`config.mk`:
```
export PLATFORM = sky130hd
export DESIGN_NAME = swallow_event_detector
export DESIGN_NICKNAME = d
export VERILOG_FILES = /design/src/hdl/sed_pkg.sv /design/src/hdl/sed_cfg.sv /design/src/hdl/sed_core.sv /design/src/hdl/swallow_event_detector.sv
export SDC_FILE = /design/constraint.sdc
export NUM_CORES = 1
export LEC_CHECK = 0
export BUFFER_PORTS_ARGS = -buffer_cell sky130_fd_sc_hd__buf_2
export CAP_MARGIN = 20
export CORE_MARGIN = 5
export CORE_UTILIZATION = 50
export DETAILED_ROUTE_END_ITERATION = 16
export PLACE_DENSITY = 0.69
export SLEW_MARGIN = 20
export SYNTH_ARGS = -nofsm -noshare
export SYNTH_HDL_FRONTEND = slang
export SYNTH_SLANG_ARGS = --single-unit
```
`constraint.sdc`:
```
create_clock -name clk_i -period 7.4 [get_ports clk_i]
set_input_delay 1.11 -clock clk_i [delete_from_list [all_inputs] [get_ports clk_i]]
set_output_delay 1.11 -clock clk_i [all_outputs]
set_load 0.05 [all_outputs]
```
`src/hdl/sed_pkg.sv`:
```
// ----------------------------------------------------------------------------
// sed_pkg: shared types and constants of the swallow event detector
// Register indexes, reset values, and the sample, config and result records.
// ----------------------------------------------------------------------------
package sed_pkg;

  localparam int unsigned CFG_IDX_W  = 3;
  localparam int unsigned CFG_DATA_W = 16;

  localparam int unsigned PIEZO_W = 10;
  localparam int unsigned RATE_W  = 16;
  localparam int unsigned LIMIT_W = 15;
  localparam int unsigned MS_W    = 16;
  localparam int unsigned STAMP_W = 32;
  localparam int unsigned COUNT_W = 16;

  typedef enum logic [CFG_IDX_W-1:0] {
    IDX_PIEZO_THR  = 3'd0,
    IDX_GYRO_LIM_X = 3'd1,
    IDX_GYRO_LIM_Y = 3'd2,
    IDX_GYRO_LIM_Z = 3'd3,
    IDX_BLANK_MS   = 3'd4,
    IDX_REFRACT_MS = 3'd5
  } cfg_idx_e;

  localparam logic [PIEZO_W-1:0] PIEZO_THR_RST  = 10'd512;
  localparam logic [LIMIT_W-1:0] GYRO_LIM_RST   = 15'd256;
  localparam logic [MS_W-1:0]    BLANK_MS_RST   = 16'd50;
  localparam logic [MS_W-1:0]    REFRACT_MS_RST = 16'd2000;

  typedef struct packed {
    logic [PIEZO_W-1:0] piezo_thr;
    logic [LIMIT_W-1:0] lim_x;
    logic [LIMIT_W-1:0] lim_y;
    logic [LIMIT_W-1:0] lim_z;
    logic [MS_W-1:0]    blank_ms;
    logic [MS_W-1:0]    refract_ms;
  } cfg_t;

  typedef struct packed {
    logic [PIEZO_W-1:0]       piezo;
    logic signed [RATE_W-1:0] rate_x;
    logic signed [RATE_W-1:0] rate_y;
    logic signed [RATE_W-1:0] rate_z;
    logic [STAMP_W-1:0]       stamp;
  } sample_t;

  typedef struct packed {
    logic               found;
    logic [STAMP_W-1:0] last_ms;
    logic [COUNT_W-1:0] total;
  } result_t;

endpackage

```
`src/hdl/sed_cfg.sv`:
```
// ----------------------------------------------------------------------------
// sed_cfg: configuration registers
// Holds thresholds and timing settings, written through a plain write port.
// ----------------------------------------------------------------------------
module sed_cfg (
  input  logic                            clk_i,
  input  logic                            rst_ni,
  input  logic                            we_i,
  input  logic [sed_pkg::CFG_IDX_W-1:0]   idx_i,
  input  logic [sed_pkg::CFG_DATA_W-1:0]  data_i,
  output sed_pkg::cfg_t                   cfg_o
);
  import sed_pkg::*;

  cfg_t cfg_q, cfg_d;

  always_comb begin
    cfg_d = cfg_q;
    if (we_i) begin
      unique case (cfg_idx_e'(idx_i))
        IDX_PIEZO_THR:  cfg_d.piezo_thr  = data_i[PIEZO_W-1:0];
        IDX_GYRO_LIM_X: cfg_d.lim_x      = data_i[LIMIT_W-1:0];
        IDX_GYRO_LIM_Y: cfg_d.lim_y      = data_i[LIMIT_W-1:0];
        IDX_GYRO_LIM_Z: cfg_d.lim_z      = data_i[LIMIT_W-1:0];
        IDX_BLANK_MS:   cfg_d.blank_ms   = data_i[MS_W-1:0];
        IDX_REFRACT_MS: cfg_d.refract_ms = data_i[MS_W-1:0];
        default:        cfg_d = cfg_q;  // unmapped index: drop the write
      endcase
    end
  end

  always_ff @(posedge clk_i or negedge rst_ni) begin
    if (!rst_ni) begin
      cfg_q.piezo_thr  <= PIEZO_THR_RST;
      cfg_q.lim_x      <= GYRO_LIM_RST;
      cfg_q.lim_y      <= GYRO_LIM_RST;
      cfg_q.lim_z      <= GYRO_LIM_RST;
      cfg_q.blank_ms   <= BLANK_MS_RST;
      cfg_q.refract_ms <= REFRACT_MS_RST;
    end else begin
      cfg_q <= cfg_d;
    end
  end

  assign cfg_o = cfg_q;

endmodule

```
`src/hdl/sed_core.sv`:
```
// ----------------------------------------------------------------------------
// sed_core: detection logic and event state
// Evaluates one sample against the piezo threshold, the blanking window and the
// refractory gap and updates the event state when the sample moves on.
// ----------------------------------------------------------------------------
module sed_core (
  input  logic             clk_i,
  input  logic             rst_ni,
  input  logic             step_i,
  input  sed_pkg::sample_t sample_i,
  input  sed_pkg::cfg_t    cfg_i,
  output sed_pkg::result_t result_o
);
  import sed_pkg::*;

  logic [STAMP_W-1:0] blank_until_q, blank_until_d;
  logic [STAMP_W-1:0] last_time_q, last_time_d;
  logic               seen_q, seen_d;
  logic [COUNT_W-1:0] count_q, count_d;

  logic [RATE_W:0]    mag_x, mag_y, mag_z;
  logic               motion;
  logic [STAMP_W:0]   blank_sum;
  logic               blank_ok;
  logic [STAMP_W-1:0] gap;
  logic               found;

  // magnitude needs one extra bit for full-scale negative
  function automatic logic [RATE_W:0] rate_mag(input logic signed [RATE_W-1:0] r);
    logic [RATE_W:0] ext;
    ext = {r[RATE_W-1], r};
    return r[RATE_W-1] ? (~ext + 1'b1) : ext;
  endfunction

  always_comb begin
    mag_x  = rate_mag(sample_i.rate_x);
    mag_y  = rate_mag(sample_i.rate_y);
    mag_z  = rate_mag(sample_i.rate_z);
    motion = (mag_x > {2'b00, cfg_i.lim_x}) ||
             (mag_y > {2'b00, cfg_i.lim_y}) ||
             (mag_z > {2'b00, cfg_i.lim_z});

    blank_sum = {1'b0, sample_i.stamp} + {{(STAMP_W+1-MS_W){1'b0}}, cfg_i.blank_ms};
    // With fresh motion, stamp >= stamp + blank only when blank is zero or the
    // sum wrapped past the top of the timer.
    if (motion) begin
      blank_ok = (cfg_i.blank_ms == '0) || blank_sum[STAMP_W];
    end else begin
      blank_ok = (sample_i.stamp >= blank_until_q);
    end

    gap   = sample_i.stamp - last_time_q;
    found = (sample_i.piezo > cfg_i.piezo_thr) && blank_ok &&
            (!seen_q || (gap > {{(STAMP_W-MS_W){1'b0}}, cfg_i.refract_ms}));

    blank_until_d = motion ? blank_sum[STAMP_W-1:0] : blank_until_q;
    seen_d        = seen_q || found;
    last_time_d   = found ? sample_i.stamp : last_time_q;
    count_d       = count_q;
    if (found && (count_q != '1)) begin
      count_d = count_q + 1'b1;
    end

    result_o.found   = found;
    result_o.last_ms = last_time_d;
    result_o.total   = count_d;
  end

  always_ff @(posedge clk_i or negedge rst_ni) begin
    if (!rst_ni) begin
      blank_until_q <= '0;
      last_time_q   <= '0;
      seen_q        <= 1'b0;
      count_q       <= '0;
    end else if (step_i) begin
      blank_until_q <= blank_until_d;
      last_time_q   <= last_time_d;
      seen_q        <= seen_d;
      count_q       <= count_d;
    end
  end

endmodule

```
`src/hdl/swallow_event_detector.sv`:
```
// ----------------------------------------------------------------------------
// swallow_event_detector: piezo swallow detection with gyro blanking
// Top level: input register, detection core, result register.
// ----------------------------------------------------------------------------
// Usage:
//   Input channel (in_valid_i / in_stall_o) carries one timestamped sample:
//   piezo reading, three gyro rates and a millisecond stamp. Output channel
//   (out_valid_o / out_stall_i) returns one result item per sample: the
//   detect flag, the time of the last swallow and the saturating count.
//   An accepted sample sits in the input register, where the compare logic and
//   the event state see it, then moves into the result register, where the
//   result is held until the receiver takes it. Throughput is one item per
//   cycle while the receiver does not stall.
//   When the receiver stalls, the result register holds its item and the
//   input register fills; in_stall_o rises only when both are full and the
//   receiver stalls.
//   Reset empties both pipeline registers, clears the event state (no event
//   seen, count zero) and loads the default thresholds. Write configuration
//   through cfg_we_i / cfg_idx_i / cfg_data_i only while no item is in flight.
// ----------------------------------------------------------------------------
module swallow_event_detector (
  input  logic                            clk_i,
  input  logic                            rst_ni,
  input  logic                            cfg_we_i,
  input  logic [sed_pkg::CFG_IDX_W-1:0]   cfg_idx_i,
  input  logic [sed_pkg::CFG_DATA_W-1:0]  cfg_data_i,
  input  logic                            in_valid_i,
  output logic                            in_stall_o,
  input  logic [sed_pkg::PIEZO_W-1:0]     piezo_sample_i,
  input  logic signed [sed_pkg::RATE_W-1:0] rate_x_i,
  input  logic signed [sed_pkg::RATE_W-1:0] rate_y_i,
  input  logic signed [sed_pkg::RATE_W-1:0] rate_z_i,
  input  logic [sed_pkg::STAMP_W-1:0]     stamp_ms_i,
  output logic                            out_valid_o,
  input  logic                            out_stall_i,
  output logic                            swallow_found_o,
  output logic [sed_pkg::STAMP_W-1:0]     last_swallow_ms_o,
  output logic [sed_pkg::COUNT_W-1:0]     swallow_total_o
);
  import sed_pkg::*;

  cfg_t    cfg;
  sample_t smp_q;
  logic    smp_valid_q;
  result_t core_res;
  result_t res_q;
  logic    res_valid_q;
  logic    advance;
  logic    in_take;

  sed_cfg u_cfg (
    .clk_i  (clk_i),
    .rst_ni (rst_ni),
    .we_i   (cfg_we_i),
    .idx_i  (cfg_idx_i),
    .data_i (cfg_data_i),
    .cfg_o  (cfg)
  );

  // move the staged sample into the result register when it has room
  assign advance    = smp_valid_q && (!res_valid_q || !out_stall_i);
  assign in_stall_o = smp_valid_q && !advance;
  assign in_take    = in_valid_i && !in_stall_o;

  sed_core u_core (
    .clk_i    (clk_i),
    .rst_ni   (rst_ni),
    .step_i   (advance),
    .sample_i (smp_q),
    .cfg_i    (cfg),
    .result_o (core_res)
  );

  always_ff @(posedge clk_i or negedge rst_ni) begin
    if (!rst_ni) begin
      smp_valid_q <= 1'b0;
      res_valid_q <= 1'b0;
    end else begin
      if (in_take) begin
        smp_valid_q <= 1'b1;
      end else if (advance) begin
        smp_valid_q <= 1'b0;
      end
      if (advance) begin
        res_valid_q <= 1'b1;
      end else if (!out_stall_i) begin
        res_valid_q <= 1'b0;
      end
    end
  end

  always_ff @(posedge clk_i) begin
    if (in_take) begin
      smp_q.piezo  <= piezo_sample_i;
      smp_q.rate_x <= rate_x_i;
      smp_q.rate_y <= rate_y_i;
      smp_q.rate_z <= rate_z_i;
      smp_q.stamp  <= stamp_ms_i;
    end
    if (advance) begin
      res_q <= core_res;
    end
  end

  assign out_valid_o       = res_valid_q;
  assign swallow_found_o   = res_q.found;
  assign last_swallow_ms_o = res_q.last_ms;
  assign swallow_total_o   = res_q.total;

  // input side backs up only behind a stalled, full result register
  a_stall_cause: assert property (@(posedge clk_i) disable iff (!rst_ni)
    in_stall_o |-> (out_valid_o && out_stall_i))
    else $error("input stalled without output backpressure");

  a_found_counts: assert property (@(posedge clk_i) disable iff (!rst_ni)
    (out_valid_o && swallow_found_o) |-> (swallow_total_o != '0))
    else $error("swallow reported with zero count");

  a_total_monotonic: assert property (@(posedge clk_i) disable iff (!rst_ni)
    (out_valid_o && !out_stall_i) ##1 out_valid_o |->
      (swallow_total_o >= $past(swallow_total_o)))
    else $error("swallow count decreased between items");

  a_count_step: assert property (@(posedge clk_i) disable iff (!rst_ni)
    (out_valid_o && !out_stall_i) ##1 (out_valid_o && !swallow_found_o) |->
      (swallow_total_o == $past(swallow_total_o)) &&
      (last_swallow_ms_o == $past(last_swallow_ms_o)))
    else $error("event state changed without a swallow");

endmodule

```
==> metrics.txt <==
nets 2096; Startpoint Class flop; Post-Syn Area per Cell 10.69 um^2; PD cells 348.4 nW/um^2; Max Cap Violations 0; initial detailed-routing violation count 662; GR Overflow Total 0; most common cell after layout, fill and taps aside inv_1; setup TNS 0 ns; post_cts resized 0; CP max FO 24; initial antenna violation count 1; Worst-Margin Slew 1.101 ns; proportion of layout cells with a drive suffix above 1 20.55%; Slowest-stage cell, CP o31ai_4; family with the most delay on the worst path simple AND/OR/NAND/NOR gates; die span in y 198.0 um; Clk network pwr share 25.6%; internal cell power 4.486 mW; Worst EP required 7.68 ns; minimum clock period 6.130 ns; static leakage 8.990 nW; # setup viols final 0; first-pass iteration count of the detailed router 5; cell area after layout 20300 um^2; # IOs 165; chip width 198.0 um; vias 12760; crit-path cells inv_1 > ha_1 > fa_1 > nor2b_1 > o2111ai_1 > a2111oi_0 > nor2_1 > xnor2_1 > ha_1 > nand4_1 > or3_1 > nor4_1 > o21ai_0 > nor4_1 > nand4bb_1 > or4_1 > o31ai_4 > buf_12 > mux2_2; Final Slew Violations 0; root buffer cell clkbuf_16; first-pass GRT wire length 65.67 mm; pin count of the biggest net entering global routing 74; wire per inst 17.49 um; Hold-fix buffers, CTS 0; Initial Util 50.88%; overall routing resource usage 20.67%; final antenna-violating net count 0; Gate Count Post-Synth 1652; Mapped Area 17660 um^2; critical path class reg -> reg; ys flop type dfrtp_1; Peak supply drop 228.9 uV; number of global-route vias before repair 12990; Hold Slack 0.5056 ns; CP arrival 6.41 ns; part of the power in registers 34.9%; Inst Count DP 2243; Combinational Power Share 39.5%; post-layout util 58.48%; mux share of post-synthesis cell area 7.558%; simple-gate portion of the synthesized area 11.63%; post-synthesis sequential area ratio 47.81%; DRT Wirelength 40.39 mm; Critical Path End Type flop; Final HPWL DP 30.43 mm; RSZ-0062 raised after global routing false; XOR/XNOR Fraction of Synth Area 5.752%; main combinational cell family by area after synthesis simple AND/OR/NAND/NOR gates; htree depth 2; Worst-path clk slew 0.06 ns; CTS Buf Count 36; Sw Ratio 36.57%; most frequent cells in the layout 168 x inv_1, 163 x buf_2, 157 x dfrtp_1; YS warnings 0; clock sinks 309; clk_lat worst skew 0.54 ns; adder and majority cell fraction of the synthesized area 11.14%; status complete, no violations; Max Clk Rate 163.1 MHz; vias per cell 5.528; Core Rows 68; Post-Layout Cell Count 2309; number of synthesized flops with an enable pin 139; #FFs+latches synth 309; slowest stage delay, CP 0.66 ns; Syn-to-layout area delta 14.94%; Async SR Flop Fraction 55.02%; Bufs and invs on worst path 2; DRC 0; fin crit share 82.84%; core box area 34710 um^2; Post-Syn Nets 1922; Synth Area in Compound Gates 11.53%; IO buf count 164; net switching power 2.587 mW; CTS tree built; Cell variety after synth 66; Hold Crit Class reg -> reg; Max Root-Sink Buffers 3; Filler cells 2941; setup bufs post-CTS 0; area of placed instances 19060 um^2; # diodes 0; GP Congestion 0.9002; die area 39190 um^2; count of final hold-check violations 0; Slew HR 25.54%; post-route clock skew 0.02788 ns
## metrics by stage
stage / setup slack, ns / power [mW]
final: 1.270 / 7.073
after global routing: 0.8180 / 7.579
after CTS: 1.278 / 7.128
after detailed placement: 1.304 / 5.280
after global placement: 1.464 / 5.191
after floorplan: 2.107 / 4.568
## cell usage after synthesis, types with 39 or more instances
| library cell | count | area share, % |
|---|---|---|
| o21ai_0 | 110 | 3.1 |
| xor2_1 | 49 | 2.4 |
| a21oi_1 | 89 | 2.5 |
| edfxtp_1 | 139 | 24 |
| inv_1 | 169 | 3.6 |
| nand4_1 | 39 | 1.4 |
| ha_1 | 154 | 11 |
| nand2_1 | 127 | 2.7 |
| nor2_1 | 85 | 1.8 |
| mux2_2 | 115 | 7.3 |
| dfrtp_1 | 157 | 22 |
| xnor2_1 | 67 | 3.3 |
## registers in the layout, summed over array words and instances, names as in the netlist
name                  cells
smp_q                    90
u_cfg.cfg_o              87
last_swallow_ms_o        32
u_core.blank_until_q     32
u_core.last_time_q       32
swallow_total_o          16
u_core.count_q           16
out_valid_o               1
smp_valid_q               1
swallow_found_o           1
u_core.seen_q             1
## logic make-up (layout without fill, tap and decap cells)
group,Yosys count,in the layout
and+or+nand+nor,411,411
AOI/OAI and AO/OA,331,331
DFF,309,309
buffers and inverters,210,412
adders and majority gates,156,156
muxes,119,119
xor gates and xnor gates,116,116
## power groups by stage
| stage | Sequential, mW | Combinational, mW | Clock (mW) |
|---|---|---|---|
| floorplan | 2.65 | 1.91 | 0 |
| global placement | 2.49 | 2.70 | 0 |
| detailed placement | 2.50 | 2.78 | 0 |
| CTS | 2.47 | 2.80 | 1.86 |
| global route | 2.51 | 3.14 | 1.92 |
| finish | 2.47 | 2.80 | 1.81 |
## final cells by class
| type | instances | area [um^2] | share of cell area [%] |
|---|---|---|---|
| well taps | 455 | 569.3 | 2.804 |
| multi-input cells | 1133 | 8468 | 41.71 |
| clock inverters | 14 | 183.9 | 0.9060 |
| inverters | 169 | 634.4 | 3.125 |
| clock buffers | 52 | 1052 | 5.183 |
| repair buffers | 177 | 949.7 | 4.678 |
| flip-flops and latches | 309 | 8444 | 41.59 |
## metal layers
metal | global-route usage [%] | share of wire, % | vias up
met4 | 6.376 | 2.9 | 2
met5 | 0 | 0.017 | -
li1 | - | - | 6289
met2 | 36.20 | 50 | 277
met1 | 26.61 | 43 | 6121
met3 | 3.029 | 4.2 | 74
## worst register-to-register path, stage by stage, from the launching register on
cell and delay [ns]:
edfxtp_1 0.39, inv_1 0.09, ha_1 0.24, fa_1 0.42, nor2b_1 0.18, o2111ai_1 0.20
a2111oi_0 0.54, nor2_1 0.15, xnor2_1 0.17, ha_1 0.31, nand4_1 0.14, or3_1 0.43
nor4_1 0.40, o21ai_0 0.13, nor4_1 0.21, nand4bb_1 0.12, or4_1 0.46, o31ai_4 0.66
buf_12 0.27, mux2_2 0.39
## path summary, 6_finish.rpt
check | from | end | depth (start not counted) | slack (ns)
max | smp_q[0]$_DFFE_PP_ | last_swallow_ms_o[12]$_DFFE_PP_ | 19 | 1.27
min | u_cfg.cfg_o[46]$_DFFE_PN0P_ | u_cfg.cfg_o[46]$_DFFE_PN0P_ | 1 | 0.51
max reg2reg | smp_q[0]$_DFFE_PP_ | last_swallow_ms_o[12]$_DFFE_PP_ | 19 | 1.27
min reg2reg | u_cfg.cfg_o[46]$_DFFE_PN0P_ | u_cfg.cfg_o[46]$_DFFE_PN0P_ | 1 | 0.51
max in group asynchronous | rst_ni | u_core.blank_until_q[14]$_DFFE_PN0P_ | 2 | 5.44
min in group asynchronous | rst_ni | u_core.last_time_q[5]$_DFFE_PN0P_ | 1 | 0.56
Power figures use the tool's default switching activity.
